### src/rtl/csf_pkg.sv
// ----------------------------------------------------------------------------
// csf_pkg: shared types and helpers for the case-insensitive substring finder
// Holds the configuration register set, register indexes and the ASCII
// case-folding function used by the front and back sections.
// ----------------------------------------------------------------------------
package csf_pkg;

    localparam int PATTERN_MAX_DEF   = 8;
    localparam int POSITION_BITS_DEF = 24;

    localparam int PATTERN_W  = 64;
    localparam int LENGTH_W   = 4;
    localparam int OFFSET_W   = 24;
    localparam int OUT_POS_W  = 24;
    localparam int CFG_IDX_W  = 2;
    localparam int OUT_DATA_W = 32;

    typedef enum logic [CFG_IDX_W-1:0] {
        CFG_PATTERN_BYTES  = 2'd0,
        CFG_PATTERN_LENGTH = 2'd1,
        CFG_START_OFFSET   = 2'd2
    } t_cfg_index;

    typedef struct packed {
        logic [PATTERN_W-1:0] pattern_bytes;
        logic [LENGTH_W-1:0]  pattern_length;
        logic [OFFSET_W-1:0]  start_offset;
    } t_cfg;

    // Fold ASCII upper case letters to lower case; every other code is kept.
    function automatic logic [7:0] fold_byte(input logic [7:0] c);
        logic [7:0] r;
        r = c;
        if (c inside {[8'h41:8'h5A]}) begin
            r = c + 8'h20;
        end
        return r;
    endfunction

endpackage

### src/rtl/case_insensitive_substring_find_top.sv
// ----------------------------------------------------------------------------
// case_insensitive_substring_find_top: streaming case-insensitive search
// Finds the first occurrence of a pattern of up to eight characters in a
// byte stream, ignoring ASCII letter case.
// ----------------------------------------------------------------------------
// Usage: write the pattern, its length and the start offset through the
// configuration channel while no text is in flight. Then stream the text one
// byte per transaction on the slave side, with tlast on its final byte.
// For each text, exactly one result transaction leaves on the master side
// after the tlast byte: bit 0 of tdata says whether the pattern was found and
// bits 24:1 give the first position at or after the start offset (zero when
// nothing was found).
// Throughput is one byte per cycle while the queue has room. The tlast byte
// is written into the queue, then moves into the output register once that
// register is free, and tvalid is driven from the output register.
// When the receiver stalls, the result waits in the output register while
// the compare section keeps taking non-final bytes; only a second final byte
// waits, and once the two-entry queue fills, tready drops.
// Reset (synchronous, active low) clears the configuration to zero, empties
// the queue and drops any partial text or pending result.
// ----------------------------------------------------------------------------
module case_insensitive_substring_find_top #(
    parameter int PATTERN_MAX   = csf_pkg::PATTERN_MAX_DEF,
    parameter int POSITION_BITS = csf_pkg::POSITION_BITS_DEF
) (
    input  logic                               i_clk,
    input  logic                               i_rst_n,
    // Text input
    input  logic                               i_s_axis_tvalid,
    output logic                               o_s_axis_tready,
    input  logic [7:0]                         i_s_axis_tdata,   // [7:0] text_byte
    input  logic                               i_s_axis_tlast,   // final_byte
    // Result output
    output logic                               o_m_axis_tvalid,
    input  logic                               i_m_axis_tready,
    output logic [csf_pkg::OUT_DATA_W-1:0]     o_m_axis_tdata,   // [0] match_found,
                                                                 // [24:1] match_position,
                                                                 // [31:25] zero
    // Configuration writes
    input  logic                               i_cfg_valid,
    output logic                               o_cfg_ready,
    input  logic [csf_pkg::CFG_IDX_W-1:0]      i_cfg_index,
    input  logic [csf_pkg::PATTERN_W-1:0]      i_cfg_data
);
    import csf_pkg::*;

    localparam int ENTRY_W = 8 * PATTERN_MAX + POSITION_BITS + 1;

    t_cfg                 r_cfg;
    logic                 fifo_full;
    logic                 fifo_push;
    logic [ENTRY_W-1:0]   push_entry;
    logic                 fifo_valid;
    logic                 fifo_pop;
    logic [ENTRY_W-1:0]   pop_entry;
    logic                 found;
    logic [OUT_POS_W-1:0] position;

    // The configuration channel never stalls. Writes to an index outside
    // the register list complete and are dropped.
    assign o_cfg_ready = 1'b1;

    always_ff @(posedge i_clk) begin
        if (!i_rst_n) begin
            r_cfg <= '0;
        end else if (i_cfg_valid) begin
            case (t_cfg_index'(i_cfg_index))
                CFG_PATTERN_BYTES:  r_cfg.pattern_bytes  <= i_cfg_data;
                CFG_PATTERN_LENGTH: r_cfg.pattern_length <= i_cfg_data[LENGTH_W-1:0];
                CFG_START_OFFSET:   r_cfg.start_offset   <= i_cfg_data[OFFSET_W-1:0];
                default:            r_cfg <= r_cfg;
            endcase
        end
    end

    // Input section: window, position and folding.
    csf_front #(
        .PATTERN_MAX   (PATTERN_MAX),
        .POSITION_BITS (POSITION_BITS)
    ) u_front (
        .i_clk   (i_clk),
        .i_rst_n (i_rst_n),
        .i_valid (i_s_axis_tvalid),
        .o_ready (o_s_axis_tready),
        .i_byte  (i_s_axis_tdata),
        .i_last  (i_s_axis_tlast),
        .i_full  (fifo_full),
        .o_push  (fifo_push),
        .o_entry (push_entry)
    );

    // Short queue so the input keeps flowing while a result is stalled.
    csf_fifo #(
        .WIDTH (ENTRY_W)
    ) u_fifo (
        .i_clk   (i_clk),
        .i_rst_n (i_rst_n),
        .i_push  (fifo_push),
        .i_data  (push_entry),
        .o_full  (fifo_full),
        .i_pop   (fifo_pop),
        .o_valid (fifo_valid),
        .o_data  (pop_entry)
    );

    // Compare section and result register.
    csf_back #(
        .PATTERN_MAX   (PATTERN_MAX),
        .POSITION_BITS (POSITION_BITS)
    ) u_back (
        .i_clk       (i_clk),
        .i_rst_n     (i_rst_n),
        .i_cfg       (r_cfg),
        .i_valid     (fifo_valid),
        .i_entry     (pop_entry),
        .o_pop       (fifo_pop),
        .o_out_valid (o_m_axis_tvalid),
        .i_out_ready (i_m_axis_tready),
        .o_found     (found),
        .o_position  (position)
    );

    assign o_m_axis_tdata = OUT_DATA_W'({position, found});

endmodule

### src/rtl/csf_fifo.sv
// ----------------------------------------------------------------------------
// csf_fifo: two-entry queue between the front and back sections
// Register-based; a push and a pop may happen in the same cycle.
// ----------------------------------------------------------------------------
module csf_fifo #(
    parameter int WIDTH = 8
) (
    input  logic             i_clk,
    input  logic             i_rst_n,
    input  logic             i_push,
    input  logic [WIDTH-1:0] i_data,
    output logic             o_full,
    input  logic             i_pop,
    output logic             o_valid,
    output logic [WIDTH-1:0] o_data
);

    localparam int DEPTH = 2;

    logic [WIDTH-1:0] r_mem [DEPTH];
    logic             r_wr_ptr;
    logic             r_rd_ptr;
    logic [1:0]       r_count;

    always_ff @(posedge i_clk) begin
        if (i_push) begin
            r_mem[r_wr_ptr] <= i_data;
        end
    end

    always_ff @(posedge i_clk) begin
        if (!i_rst_n) begin
            r_wr_ptr <= 1'b0;
            r_rd_ptr <= 1'b0;
            r_count  <= 2'd0;
        end else begin
            if (i_push) begin
                r_wr_ptr <= ~r_wr_ptr;
            end
            if (i_pop) begin
                r_rd_ptr <= ~r_rd_ptr;
            end
            case ({i_push, i_pop})
                2'b10:   r_count <= r_count + 2'd1;
                2'b01:   r_count <= r_count - 2'd1;
                default: r_count <= r_count;
            endcase
        end
    end

    assign o_full  = (r_count == 2'(DEPTH));
    assign o_valid = (r_count != 2'd0);
    assign o_data  = r_mem[r_rd_ptr];

    a_no_overflow: assert property (@(posedge i_clk) disable iff (!i_rst_n)
        !(i_push && r_count == 2'(DEPTH)))
        else $error("queue written while full");

    a_no_underflow: assert property (@(posedge i_clk) disable iff (!i_rst_n)
        !(i_pop && r_count == 2'd0))
        else $error("queue read while empty");

endmodule

### src/rtl/csf_front.sv
// ----------------------------------------------------------------------------
// csf_front: input section of the substring finder
// Accepts text bytes, folds them to lower case, keeps the recent window and
// the saturating position, and queues one entry per byte for the back end.
// ----------------------------------------------------------------------------
module csf_front #(
    parameter int PATTERN_MAX   = 8,
    parameter int POSITION_BITS = 24
) (
    input  logic                                       i_clk,
    input  logic                                       i_rst_n,
    input  logic                                       i_valid,
    output logic                                       o_ready,
    input  logic [7:0]                                 i_byte,
    input  logic                                       i_last,
    input  logic                                       i_full,
    output logic                                       o_push,
    output logic [8*PATTERN_MAX+POSITION_BITS:0]       o_entry
);
    import csf_pkg::*;

    localparam int WIN_W = 8 * PATTERN_MAX;
    localparam logic [POSITION_BITS-1:0] POS_MAX = '1;

    logic [WIN_W-1:0]         r_win;
    logic [WIN_W-1:0]         n_win;
    logic [POSITION_BITS-1:0] r_pos;
    logic                     accept;

    assign o_ready = !i_full;
    assign accept  = i_valid && !i_full;
    assign o_push  = accept;

    // Newest byte sits in the lowest byte of the window.
    assign n_win   = (r_win << 8) | WIN_W'(fold_byte(i_byte));
    assign o_entry = {i_last, r_pos, n_win};

    always_ff @(posedge i_clk) begin
        if (!i_rst_n) begin
            r_win <= '0;
            r_pos <= '0;
        end else if (accept) begin
            if (i_last) begin
                r_win <= '0;
                r_pos <= '0;
            end else begin
                r_win <= n_win;
                if (r_pos != POS_MAX) begin
                    r_pos <= r_pos + 1'b1;
                end
            end
        end
    end

    a_pos_saturates: assert property (@(posedge i_clk) disable iff (!i_rst_n)
        accept && !i_last && r_pos == POS_MAX |=> r_pos == POS_MAX)
        else $error("position counter wrapped");

endmodule

### src/rtl/csf_back.sv
// ----------------------------------------------------------------------------
// csf_back: compare section of the substring finder
// Compares each queued window with the folded pattern, remembers the first
// hit and holds the per-text result in an output register.
// ----------------------------------------------------------------------------
module csf_back #(
    parameter int PATTERN_MAX   = 8,
    parameter int POSITION_BITS = 24
) (
    input  logic                                 i_clk,
    input  logic                                 i_rst_n,
    input  csf_pkg::t_cfg                        i_cfg,
    input  logic                                 i_valid,
    input  logic [8*PATTERN_MAX+POSITION_BITS:0] i_entry,
    output logic                                 o_pop,
    output logic                                 o_out_valid,
    input  logic                                 i_out_ready,
    output logic                                 o_found,
    output logic [csf_pkg::OUT_POS_W-1:0]        o_position
);
    import csf_pkg::*;

    localparam int WIN_W = 8 * PATTERN_MAX;
    localparam int LEN_W = $clog2(PATTERN_MAX + 1);
    localparam int IDX_W = (PATTERN_MAX > 1) ? $clog2(PATTERN_MAX) : 1;
    localparam int PW1   = POSITION_BITS + 1;
    localparam int CW    = (PW1 > OFFSET_W) ? PW1 : OFFSET_W;
    localparam int XW    = (POSITION_BITS > OUT_POS_W) ? POSITION_BITS : OUT_POS_W;

    logic [WIN_W-1:0]         win;
    logic [POSITION_BITS-1:0] pos;
    logic                     last;
    logic [7:0]               win_byte [PATTERN_MAX];
    logic [LEN_W-1:0]         len;
    logic [PW1-1:0]           pos_p1;
    logic [PW1-1:0]           begin_pos;
    logic                     fits;
    logic                     begin_ok;
    logic                     same;
    logic                     match_now;
    logic [POSITION_BITS-1:0] hit_pos;
    logic [XW-1:0]            hit_pos_x;
    logic                     out_free;

    logic                     r_hit;
    logic [POSITION_BITS-1:0] r_first;
    logic                     r_out_valid;
    logic                     r_found;
    logic [OUT_POS_W-1:0]     r_position;

    assign {last, pos, win} = i_entry;

    always_comb begin
        for (int b = 0; b < PATTERN_MAX; b++) begin
            win_byte[b] = win[8*b +: 8];
        end
    end

    assign len = (i_cfg.pattern_length > LENGTH_W'(PATTERN_MAX))
               ? LEN_W'(PATTERN_MAX) : LEN_W'(i_cfg.pattern_length);

    assign pos_p1    = PW1'(pos) + PW1'(1);
    assign fits      = pos_p1 >= PW1'(len);
    assign begin_pos = (len == '0) ? PW1'(pos) : pos_p1 - PW1'(len);
    assign begin_ok  = CW'(begin_pos) >= CW'(i_cfg.start_offset);

    // Pattern character i lines up with window byte len-1-i.
    always_comb begin
        logic [LEN_W-1:0] sel;
        same = 1'b1;
        for (int i = 0; i < PATTERN_MAX; i++) begin
            sel = len - LEN_W'(1) - LEN_W'(i);
            if (LEN_W'(i) < len) begin
                if (fold_byte(i_cfg.pattern_bytes[8*i +: 8]) != win_byte[IDX_W'(sel)]) begin
                    same = 1'b0;
                end
            end
        end
    end

    assign match_now = !r_hit && fits && begin_ok && same;
    assign hit_pos   = r_hit ? r_first : begin_pos[POSITION_BITS-1:0];
    assign hit_pos_x = XW'(hit_pos);

    assign out_free = !r_out_valid || i_out_ready;
    assign o_pop    = i_valid && (!last || out_free);

    always_ff @(posedge i_clk) begin
        if (!i_rst_n) begin
            r_hit       <= 1'b0;
            r_first     <= '0;
            r_out_valid <= 1'b0;
        end else begin
            if (o_pop && last) begin
                r_hit       <= 1'b0;
                r_first     <= '0;
                r_out_valid <= 1'b1;
            end else begin
                if (o_pop && match_now) begin
                    r_hit   <= 1'b1;
                    r_first <= begin_pos[POSITION_BITS-1:0];
                end
                if (i_out_ready) begin
                    r_out_valid <= 1'b0;
                end
            end
        end
    end

    always_ff @(posedge i_clk) begin
        if (o_pop && last) begin
            r_found    <= r_hit || match_now;
            r_position <= (r_hit || match_now) ? hit_pos_x[OUT_POS_W-1:0] : '0;
        end
    end

    assign o_out_valid = r_out_valid;
    assign o_found     = r_found;
    assign o_position  = r_position;

    a_hit_cleared: assert property (@(posedge i_clk) disable iff (!i_rst_n)
        o_pop && last |=> !r_hit)
        else $error("hit flag survived end of text");

    a_no_hit_zero_pos: assert property (@(posedge i_clk) disable iff (!i_rst_n)
        r_out_valid && !r_found |-> r_position == '0)
        else $error("position reported without a match");

endmodule
### config.mk
export PLATFORM = sky130hd
export DESIGN_NAME = case_insensitive_substring_find_top
export DESIGN_NICKNAME = d
export VERILOG_FILES = /design/src/rtl/csf_pkg.sv /design/src/rtl/case_insensitive_substring_find_top.sv /design/src/rtl/csf_fifo.sv /design/src/rtl/csf_front.sv /design/src/rtl/csf_back.sv
export SDC_FILE = /design/constraint.sdc
export NUM_CORES = 1
export LEC_CHECK = 0
export ABC_AREA = 1
export ABC_CLOCK_PERIOD_IN_PS = 15400
export BUFFER_PORTS_ARGS = -buffer_cell sky130_fd_sc_hd__buf_2
export CORE_MARGIN = 2
export CORE_UTILIZATION = 57
export CTS_CLUSTER_DIAMETER = 80
export CTS_CLUSTER_SIZE = 20
export DETAILED_ROUTE_END_ITERATION = 6
export PLACE_DENSITY = 0.75
export SYNTH_ARGS = -nofsm -noshare
export SYNTH_HDL_FRONTEND = slang
export SYNTH_SLANG_ARGS = --single-unit
### constraint.sdc
create_clock -name i_clk -period 15.4 [get_ports i_clk]
set_input_delay 3.08 -clock i_clk [delete_from_list [all_inputs] [get_ports i_clk]]
set_output_delay 3.08 -clock i_clk [all_outputs]
set_load 0.005 [all_outputs]
==> metrics, run 1 <==
status=finished with violations; failing checks=design-rule violations; Syn Area/Cell=7.21 um^2; endpoint type of the worst setup path=flip-flop; Fin. Hold Viols=0; layout cells sized above 1=0.0708; r2r startpoint=r_cfg[27]; async set-reset flop share out of synthesis=0; CTS clock-pin slew for the worst setup and hold paths=90 ps; Setup WS post-layout=8810 ps; Slew headroom=0.235; initial core utilization=0.576; Max-Cap Viols=0; VDD IR-drop max=196 uV; setup bufs post-CTS=0; skew final=13.3 ps; Crit Reg-Reg Endpoint=u_back.r_first[16]; FMAX=0.152 GHz; drt drc=11; startpoint class of the critical path=flip-flop; cts-stage hold buffer count=0; global-route wire length before repair=99.2 mm; most used flip-flop cell after synthesis=edfxtp_1; Slew Limit Fails=0; cell internal pwr=2050 uW; final antenna diode count=0; Synth Register Bits=406; post-synth cell types=48; worst hold stages=0; Inst Count DP=3594; Clk pwr share=0.192; clk sinks=406; Switching Share=0.437; GRT Overall Usage=0.308; Worst-Margin Slew=1140 ps; Comb pwr share=0.441; HP Class=flip-flop to flip-flop; worst reg2reg path depth=30; Flop pwr share=0.367; Final setup viols=0; vias in the first global route=18.3k; starting DRC count in detailed routing=2123; Ports=115; HPWL Detailed=46.0 mm; Crit. Startpoint=r_cfg[27]; Die Area=40600 um^2; Non-Filler Instances=3641; Syn Std Cell Area=22200 um^2; DRT Wirelength=63.2 mm; Setup TNS Final=0 ps; Arr. time, crit path=7120 ps; final net count=3226; Post-DRT Antenna Nets=0; Final Cycle Share=0.428; H-tree levels=1; total power=3640 uW; Die Span X=201 um; most frequent CP cell=nand2_1; clock buffer depth=3; Seq/Total Area, Yosys=0.457; Root Driver=clkbuf_16; Worst EP required=15920 ps; initial antenna violation count=0; CORE AREA=38600 um^2; leading area contributor after synthesis=edfxtp_1; cell area after layout=23700 um^2; CTS resizes=0; CTS tree=yes; post-synth top area share=0.274; Area Growth Syn to Fin=6.61%; drt first pass iters=7; flop2flop setup slack=8810 ps; minimum clock period=6590 ps; Routed WL per cell=17.3 um; unrepaired setup endpoints after global routing=no; clock latency on the worst-skew pair=580 ps; largest net degree at the start of global routing=110; Pleak=0.0103 uW; Post-Synthesis Cells=3083; drt via density=5.53; placer congestion estimate=0.971; Core Rows=72; Synth Warn #=0; cell area after placement=22900 um^2; CP Class=flip-flop to flip-flop; CTS Buf Count=26; EDFF count, synth=203; Filler cells=3589; Die Span Y=201 um; total overflow reported by the global router=0; via count=20.1k; pre-CTS setup slack=8980 ps; Crit-path slowest cell=clkinv_1; critical path's largest stage delay=830 ps; PortBufs=106; worst setup path endpoint=u_back.r_first[16]; Synth area leaders=edfxtp_1 (27%), nand2_1 (19%), dfxtp_1 (18%); power density cells=153 nW/um^2; CP max FO=49; switching pwr=1590 uW
power groups by stage:
stage          clock (uW)  combinational (uW)  sequential (uW)
5_1_grt               746                1800             1350
2_1_floorplan           0                1140             1350
6_report              698                1600             1330
3_5_place_dp            0                1560             1360
4_1_cts               708                1570             1330
3_3_place_gp            0                1540             1350
critical path, delay by kind of cell (launching register included):
kind | cells | cell delay (ps)
AOI/OAI and AO/OA | 7 | 1080
buffers and inverters | 4 | 1150
adders and majority gates | 2 | 950
and+or+nand+nor | 17 | 2920
DFF | 1 | 420
final cells by class:
class                      count  area (um^2)  area share
clock buffer                  39          699      0.0295
clock inverter                 8          103     0.00433
tap                          518          648      0.0273
timing repair buffer         122          651      0.0275
sequential                   406        10200       0.429
multi-input combinational   2281        10400       0.440
inverter                     267         1010      0.0425
sequential cells by signal (all words and copies together), names as in the netlist, named ones only:
register            count
u_fifo.r_mem          178
r_cfg                  92
u_front.r_win          56
u_back.o_position      24
u_back.r_first         24
u_front.r_pos          24
u_fifo.r_count          2
u_back.o_found          1
u_back.o_out_valid      1
u_back.r_hit            1
u_fifo.r_rd_ptr         1
u_fifo.r_wr_ptr         1
cells by family after synthesis:
family,share of synthesized area
adder cells (fa/ha/maj),0.0240
flip-flops,0.457
AO/OA/AOI/OAI,0.0959
buffers and inverters,0.0769
XOR/XNOR,0.0146
AND/OR/NAND/NOR,0.331
other,0.000338
worst min-delay path by stage:
stage,from,to
5_1_grt,u_front.r_win[48],u_fifo.r_mem[0][56]
2_1_floorplan,u_front.r_pos[9],u_fifo.r_mem[0][73]
6_report,u_front.r_win[48],u_fifo.r_mem[0][56]
4_1_cts,u_front.r_win[48],u_fifo.r_mem[0][56]
3_3_place_gp,u_fifo.r_rd_ptr,flip-flop
3_5_place_dp,u_front.r_win[51],u_fifo.r_mem[1][59]
metrics by stage:
| stage | util | hold slack [ps] |
|---|---|---|
| 2_1_floorplan | - | 426 |
| 3_3_place_gp | 0.594 | 424 |
| 3_5_place_dp | 0.594 | 439 |
| 4_1_cts | 0.615 | 456 |
| 5_1_grt | 0.615 | 470 |
| 6_report | 0.615 | 460 |
synth_stat cells (19+ instances only):
| cell type | number |
|---|---|
| ha_1 | 41 |
| buf_2 | 22 |
| edfxtp_1 | 203 |
| nand4_1 | 24 |
| xor2_1 | 26 |
| o21ai_0 | 168 |
| nand2_1 | 1143 |
| dfxtp_1 | 203 |
| nor2_1 | 255 |
| nand3_1 | 273 |
| a21oi_1 | 194 |
| buf_4 | 23 |
| inv_1 | 259 |
| o21ai_1 | 20 |
| nor2_2 | 19 |
| nor3_1 | 24 |
| clkbuf_1 | 74 |
per-layer routing:
layer / GRT usage / vias up / wire [um]
met2: 0.470 / 717 / 27200
met4: 0.0662 / 0 / 1410
li1: - / 10012 / -
met1: 0.472 / 9321 / 29900
met3: 0.0348 / 90 / 4580
met5: 0 / - / 0
layout by cell type, fill, tap and decap left out, drive strengths merged, types with 2 or more instances in the layout:
cell	synthesis	routed
and2	6	6
dfxtp	203	203
nand4	25	25
buf	61	122
o21bai	5	5
xor2	28	28
nor4	2	2
or2	4	4
o21a	2	2
ha	41	41
xnor2	6	6
nand3b	9	9
o22ai	2	2
nand3	277	277
edfxtp	203	203
clkinvlp	0	2
o211ai	10	10
conb	2	8
o21ai	188	188
nand2	1162	1162
a21oi	195	195
a31oi	4	4
nor3	24	24
inv	265	266
clkinv	2	7
clkbuf	74	39
nor2	276	276
a211oi	3	3
No activity file was read; power rests on OpenSTA's default activity.
==> run 2: changes to the inputs <==
ABC_CLOCK_PERIOD_IN_PS = 6800   (was 15400)
clock period = 6.8 ns   (was 15.4 ns; I/O delays follow)
==> run 2 against run 1 <==
Effect of this change: the flow now finishes without violations; critical path type unchanged; count of clock-buffer cells in the layout is 1 higher; register-to-register slack got worse by 8200 ps; clock skew up 6.0 ps.
==> metrics, run 2 (synthesis gave the netlist of run 1 again) <==
Final Cycle Share=0.907; Crit-path slowest cell=nand4_2; GRT Overall Usage=0.307; most frequent cells in the layout=nand2_1 (1142), nand3_1 (272), inv_1 (258), nor2_1 (252), edfxtp_1 (203); clock latency on the worst-skew pair=590 ps; Die Area=40600 um^2; Filler cells=3529; skew final=19.3 ps; worst reg2reg path depth=33; CP max FO=90; Pleak=0.0104 uW; via count=20.2k; drt first pass iters=6; Die Span Y=201 um; Slew Limit Fails=0; status=finished clean; H-tree levels=1; final net count=3231; FMAX=0.162 GHz; Arr. time, crit path=6650 ps; Ports=115; total overflow reported by the global router=0; Worst-Margin Slew=1100 ps; endpoint type of the worst setup path=flip-flop; Slew headroom=0.266; Setup TNS Final=0 ps; CP Class=flip-flop to flip-flop; CTS Buf Count=26; Root Driver=clkbuf_16; fin util=0.617; global-route wire length before repair=98.7 mm; minimum clock period=6170 ps; pre-CTS setup slack=682 ps; drt drc=0; Largest Register=u_fifo.r_mem; cell area after placement=22900 um^2; Final setup viols=0; PortBufs=106; VDD IR-drop max=240 uV; Worst EP required=7280 ps; drt via density=5.55; clk sinks=406; initial antenna violation count=0; HPWL Detailed=46.2 mm; Core Rows=72; starting DRC count in detailed routing=2361; CORE AREA=38600 um^2; final antenna diode count=0; startpoint class of the critical path=flip-flop; placer congestion estimate=0.960; Post-DRT Antenna Nets=0; max reg flops=178; Die Span X=201 um; critical path's largest stage delay=580 ps; worst hold stages=0; final hold slack=465 ps; cell area after layout=23800 um^2; Fin. Hold Viols=0; unrepaired setup endpoints after global routing=no; clock buffer depth=3; Max-Cap Viols=0; cts-stage hold buffer count=0; vias in the first global route=18.3k; most common cell after layout, fill and taps aside=nand2_1; Setup WS post-layout=630 ps; DRT Wirelength=63.3 mm; largest net degree at the start of global routing=101; Area Growth Syn to Fin=7.08%; Regs by FF count=u_fifo.r_mem: 178 flops, r_cfg: 92 flops, u_front.r_win: 56 flops; HP Class=flip-flop to flip-flop; most frequent CP cell=nand2_1; Routed WL per cell=17.3 um; CTS clock-pin slew for the worst setup and hold paths=80 ps; initial core utilization=0.576; CTS tree=yes; layout cells sized above 1=0.0722; power density cells=350 nW/um^2
## run 2: layout make-up
class,instances,area [um^2],area share
repair buffers,126,713,0.0300
clock inverters,8,126,0.00531
inverters,267,1010,0.0423
well taps,518,648,0.0272
clock buffers,40,703,0.0295
multi-input cells,2282,10400,0.439
flip-flops and latches,406,10200,0.427
## run 2: path summary, 6_finish.rpt
check	from	to	slack [ps]
hold reg to reg	u_front.r_win[49]	u_fifo.r_mem[0][57]	470
setup / recovery	flip-flop	u_back.r_first[3]	630
setup reg to reg	flip-flop	u_back.r_first[3]	630
hold / removal	u_front.r_win[49]	u_fifo.r_mem[0][57]	470
## run 2: metrics by stage
step           power (uW)  instances
6_report             8320       3647
5_1_grt              8900       3647
4_1_cts              8240       3645
3_5_place_dp         6640       3597
3_3_place_gp         6570       3597
2_1_floorplan        5630       3089
## run 2: worst max-delay path, delay by kind of cell, from the launching register on
family | cells | cell delay, ps
and+or+nand+nor | 17 | 2510
AOI/OAI and AO/OA | 7 | 1010
adders and majority gates | 3 | 960
buffers and inverters | 5 | 850
DFF | 1 | 470
xor gates and xnor gates | 1 | 130
## run 2: timing repair
action	CTS	global route
endpoints found under the setup margin	0	48
resized for setup	0	0
buffers inserted	0	1
## run 2: per-layer routing
layer  track usage  wire length [um]
met5             0                 0
met3        0.0395              5480
met1         0.463             28600
met4        0.0762              1690
met2         0.467             27500
## run 2: power breakdown
group	internal [uW]	switching (uW)
Clock	775	841
Combinational	1020	2640
Sequential	2900	143
Total	4690	3620
==> run 3: changes to the inputs <==
ABC_AREA = not set   (was 1)
==> run 3 against run 2 <==
Effect of this change: power is 16% lower; largest cell class unchanged; non-clock buffer count is 18 higher; final cell count is 24% lower; first-iteration DRC count is 26% lower; critical endpoint is now u_back.r_first[8]; critical path type unchanged.
==> metrics, run 3 <==
HP Class=flip-flop to flip-flop; minimum clock period=6150 ps; Clk pwr share=0.219; Switching Share=0.354; largest net degree at the start of global routing=65; CP Class=flip-flop to flip-flop; HPWL Detailed=42.7 mm; placer congestion estimate=0.977; Synth Warn #=0; final net count=2352; Pleak=0.00873 uW; layout cells sized above 1=0.131; Ports=115; Regs by FF count=u_fifo.r_mem: 178 flops, r_cfg: 92 flops, u_front.r_win: 56 flops; Area Growth Syn to Fin=7.10%; hold_sp=u_back.r_first[21]; worst-path cell chain=buf_4 > mux2i_1 > a211oi_1 > o22ai_1 > o221ai_1 > a211o_1 > a2111oi_0 > xnor2_1 > ha_1 > nand4_1 > nor3_1 > o21ai_0 > nor4bb_1 > nor3b_1 > o211a_1 > nand2_1 > a31o_2; switching pwr=2480 uW; clock buffer depth=3; PortBufs=106; Non-Filler Instances=2765; global-route wire length before repair=90.9 mm; Crit-path slowest cell=o211a_1; unrepaired setup endpoints after global routing=no; Slew Limit Fails=0; CTS tree=yes; CTS resizes=0; cell internal pwr=4510 uW; final hold slack=467 ps; final antenna diode count=0; CORE AREA=38700 um^2; drt first pass iters=6; most frequent cells in the layout=nand2_1 (268), edfxtp_1 (203), dfxtp_1 (202), mux2i_1 (156), a21oi_1 (107); Root Driver=clkbuf_16; clock latency on the worst-skew pair=570 ps; Final setup viols=0; starting DRC count in detailed routing=1749; fin util=0.621; Worst EP required=7260 ps; Synth area leaders=edfxtp_1 (27%), dfxtp_1 (18%), mux2i_1 (7.0%); Synth Register Bits=406; power density cells=291 nW/um^2; CP max FO=54; Syn Std Cell Area=22400 um^2; EDFF count, synth=203; clk sinks=406; Largest Register=u_fifo.r_mem; endpoint type of the worst setup path=flip-flop; CTS clock-pin slew for the worst setup and hold paths=80 ps; setup bufs post-CTS=0; Routed WL per cell=21.1 um; Max-Cap Viols=0; Comb pwr share=0.357; Inst Count DP=2721; cts-stage hold buffer count=0; Flop pwr share=0.424; Syn Area/Cell=10.3 um^2; Arr. time, crit path=6620 ps; drt via density=6.25; skew final=19.1 ps; Fin. Hold Viols=0; Die Area=41000 um^2; status=finished clean; Post-Synthesis Cells=2184; initial core utilization=0.579; Die Span Y=202 um; H-tree levels=1; most common cell after layout, fill and taps aside=nand2_1; DRT Wirelength=58.4 mm; Final Cycle Share=0.905; VDD IR-drop max=187 uV; Post-synth top cells=nand2_1 (268), dfxtp_1 (203), edfxtp_1 (203); post-synth cell types=101; FMAX=0.163 GHz; Setup TNS Final=0 ps; leading area contributor after synthesis=edfxtp_1; post-synth top area share=0.272; Worst-Margin Slew=1100 ps; critical path's largest stage delay=700 ps; initial antenna violation count=0; Core Rows=72; Die Span X=202 um; Slew headroom=0.263; GRT Overall Usage=0.281; Seq/Total Area, Yosys=0.453; Post-DRT Antenna Nets=0; most common cell in the netlist=nand2_1; via count=17.3k; max reg flops=178; total overflow reported by the global router=0; vias in the first global route=16.2k; drt drc=0; CTS Buf Count=25; async set-reset flop share out of synthesis=0; startpoint class of the critical path=flip-flop; most used flip-flop cell after synthesis=edfxtp_1
-- run 3: final cells by class --
class                      instances  area [um^2]
timing repair buffer             144          818
inverter                          46          175
sequential                       406        10200
multi-input combinational       1607        11500
fill                            3195        14700
tap                              518          648
clock buffer                      41          718
clock inverter                     3         33.8
-- run 3: path summary, 6_finish.rpt --
kind / end / slack (ps) / depth (start not counted)
setup / recovery: u_back.r_first[8] / 650 / 17
hold / removal: u_back.r_first[21] / 470 / 2
setup reg to reg: u_back.r_first[8] / 650 / 17
hold reg to reg: u_back.r_first[21] / 470 / 2
-- run 3: logic make-up (layout without fill, tap and decap cells) --
group                    after synthesis  count (layout)  share of synthesized area
AO/OA/AOI/OAI                        456             456                      0.141
XOR/XNOR                             108             108                     0.0421
adder cells (fa/ha/maj)               42              42                     0.0237
buffers and inverters                177             234                     0.0380
flip-flops                           406             406                      0.453
multiplexers                         231             231                      0.126
other                                  2               8                   0.000335
AND/OR/NAND/NOR                      762             762                      0.177
-- run 3: metrics by stage --
step	worst slack [ps]	total power [uW]	area, um^2
floorplan	471	4790	22500
global placement	877	5400	23300
detailed placement	698	5460	23300
CTS	685	6970	24000
global route	24.1	7320	24000
finish	647	6990	24000
-- run 3: per-layer routing --
| layer | vias to the layer above | part of all wire | wire [um] | track usage |
|---|---|---|---|---|
| met1 | 8333 | 0.45 | 26000 | 0.408 |
| met2 | 715 | 0.44 | 25400 | 0.425 |
| met3 | 119 | 0.085 | 4990 | 0.0510 |
| met5 | - | 0 | 0 | 0 |
| met4 | 0 | 0.034 | 2000 | 0.0975 |
| li1 | 8102 | - | - | - |
-- run 3: critical path: cells and delay by family (launching register included) --
family	cells	cell delay, ps
compound gates	8	2870
xor+xnor	1	240
fa+ha+maj	1	360
buf+inv	1	470
flops	1	370
mux	1	610
simple gates	5	1080
-- run 3: power groups by stage --
| stage | combinational, uW | clock, uW | sequential [uW] |
|---|---|---|---|
| global route | 2690 | 1650 | 2990 |
| floorplan | 1780 | 0 | 3010 |
| CTS | 2450 | 1560 | 2960 |
| global placement | 2390 | 0 | 3010 |
| detailed placement | 2440 | 0 | 3020 |
| finish | 2500 | 1530 | 2970 |
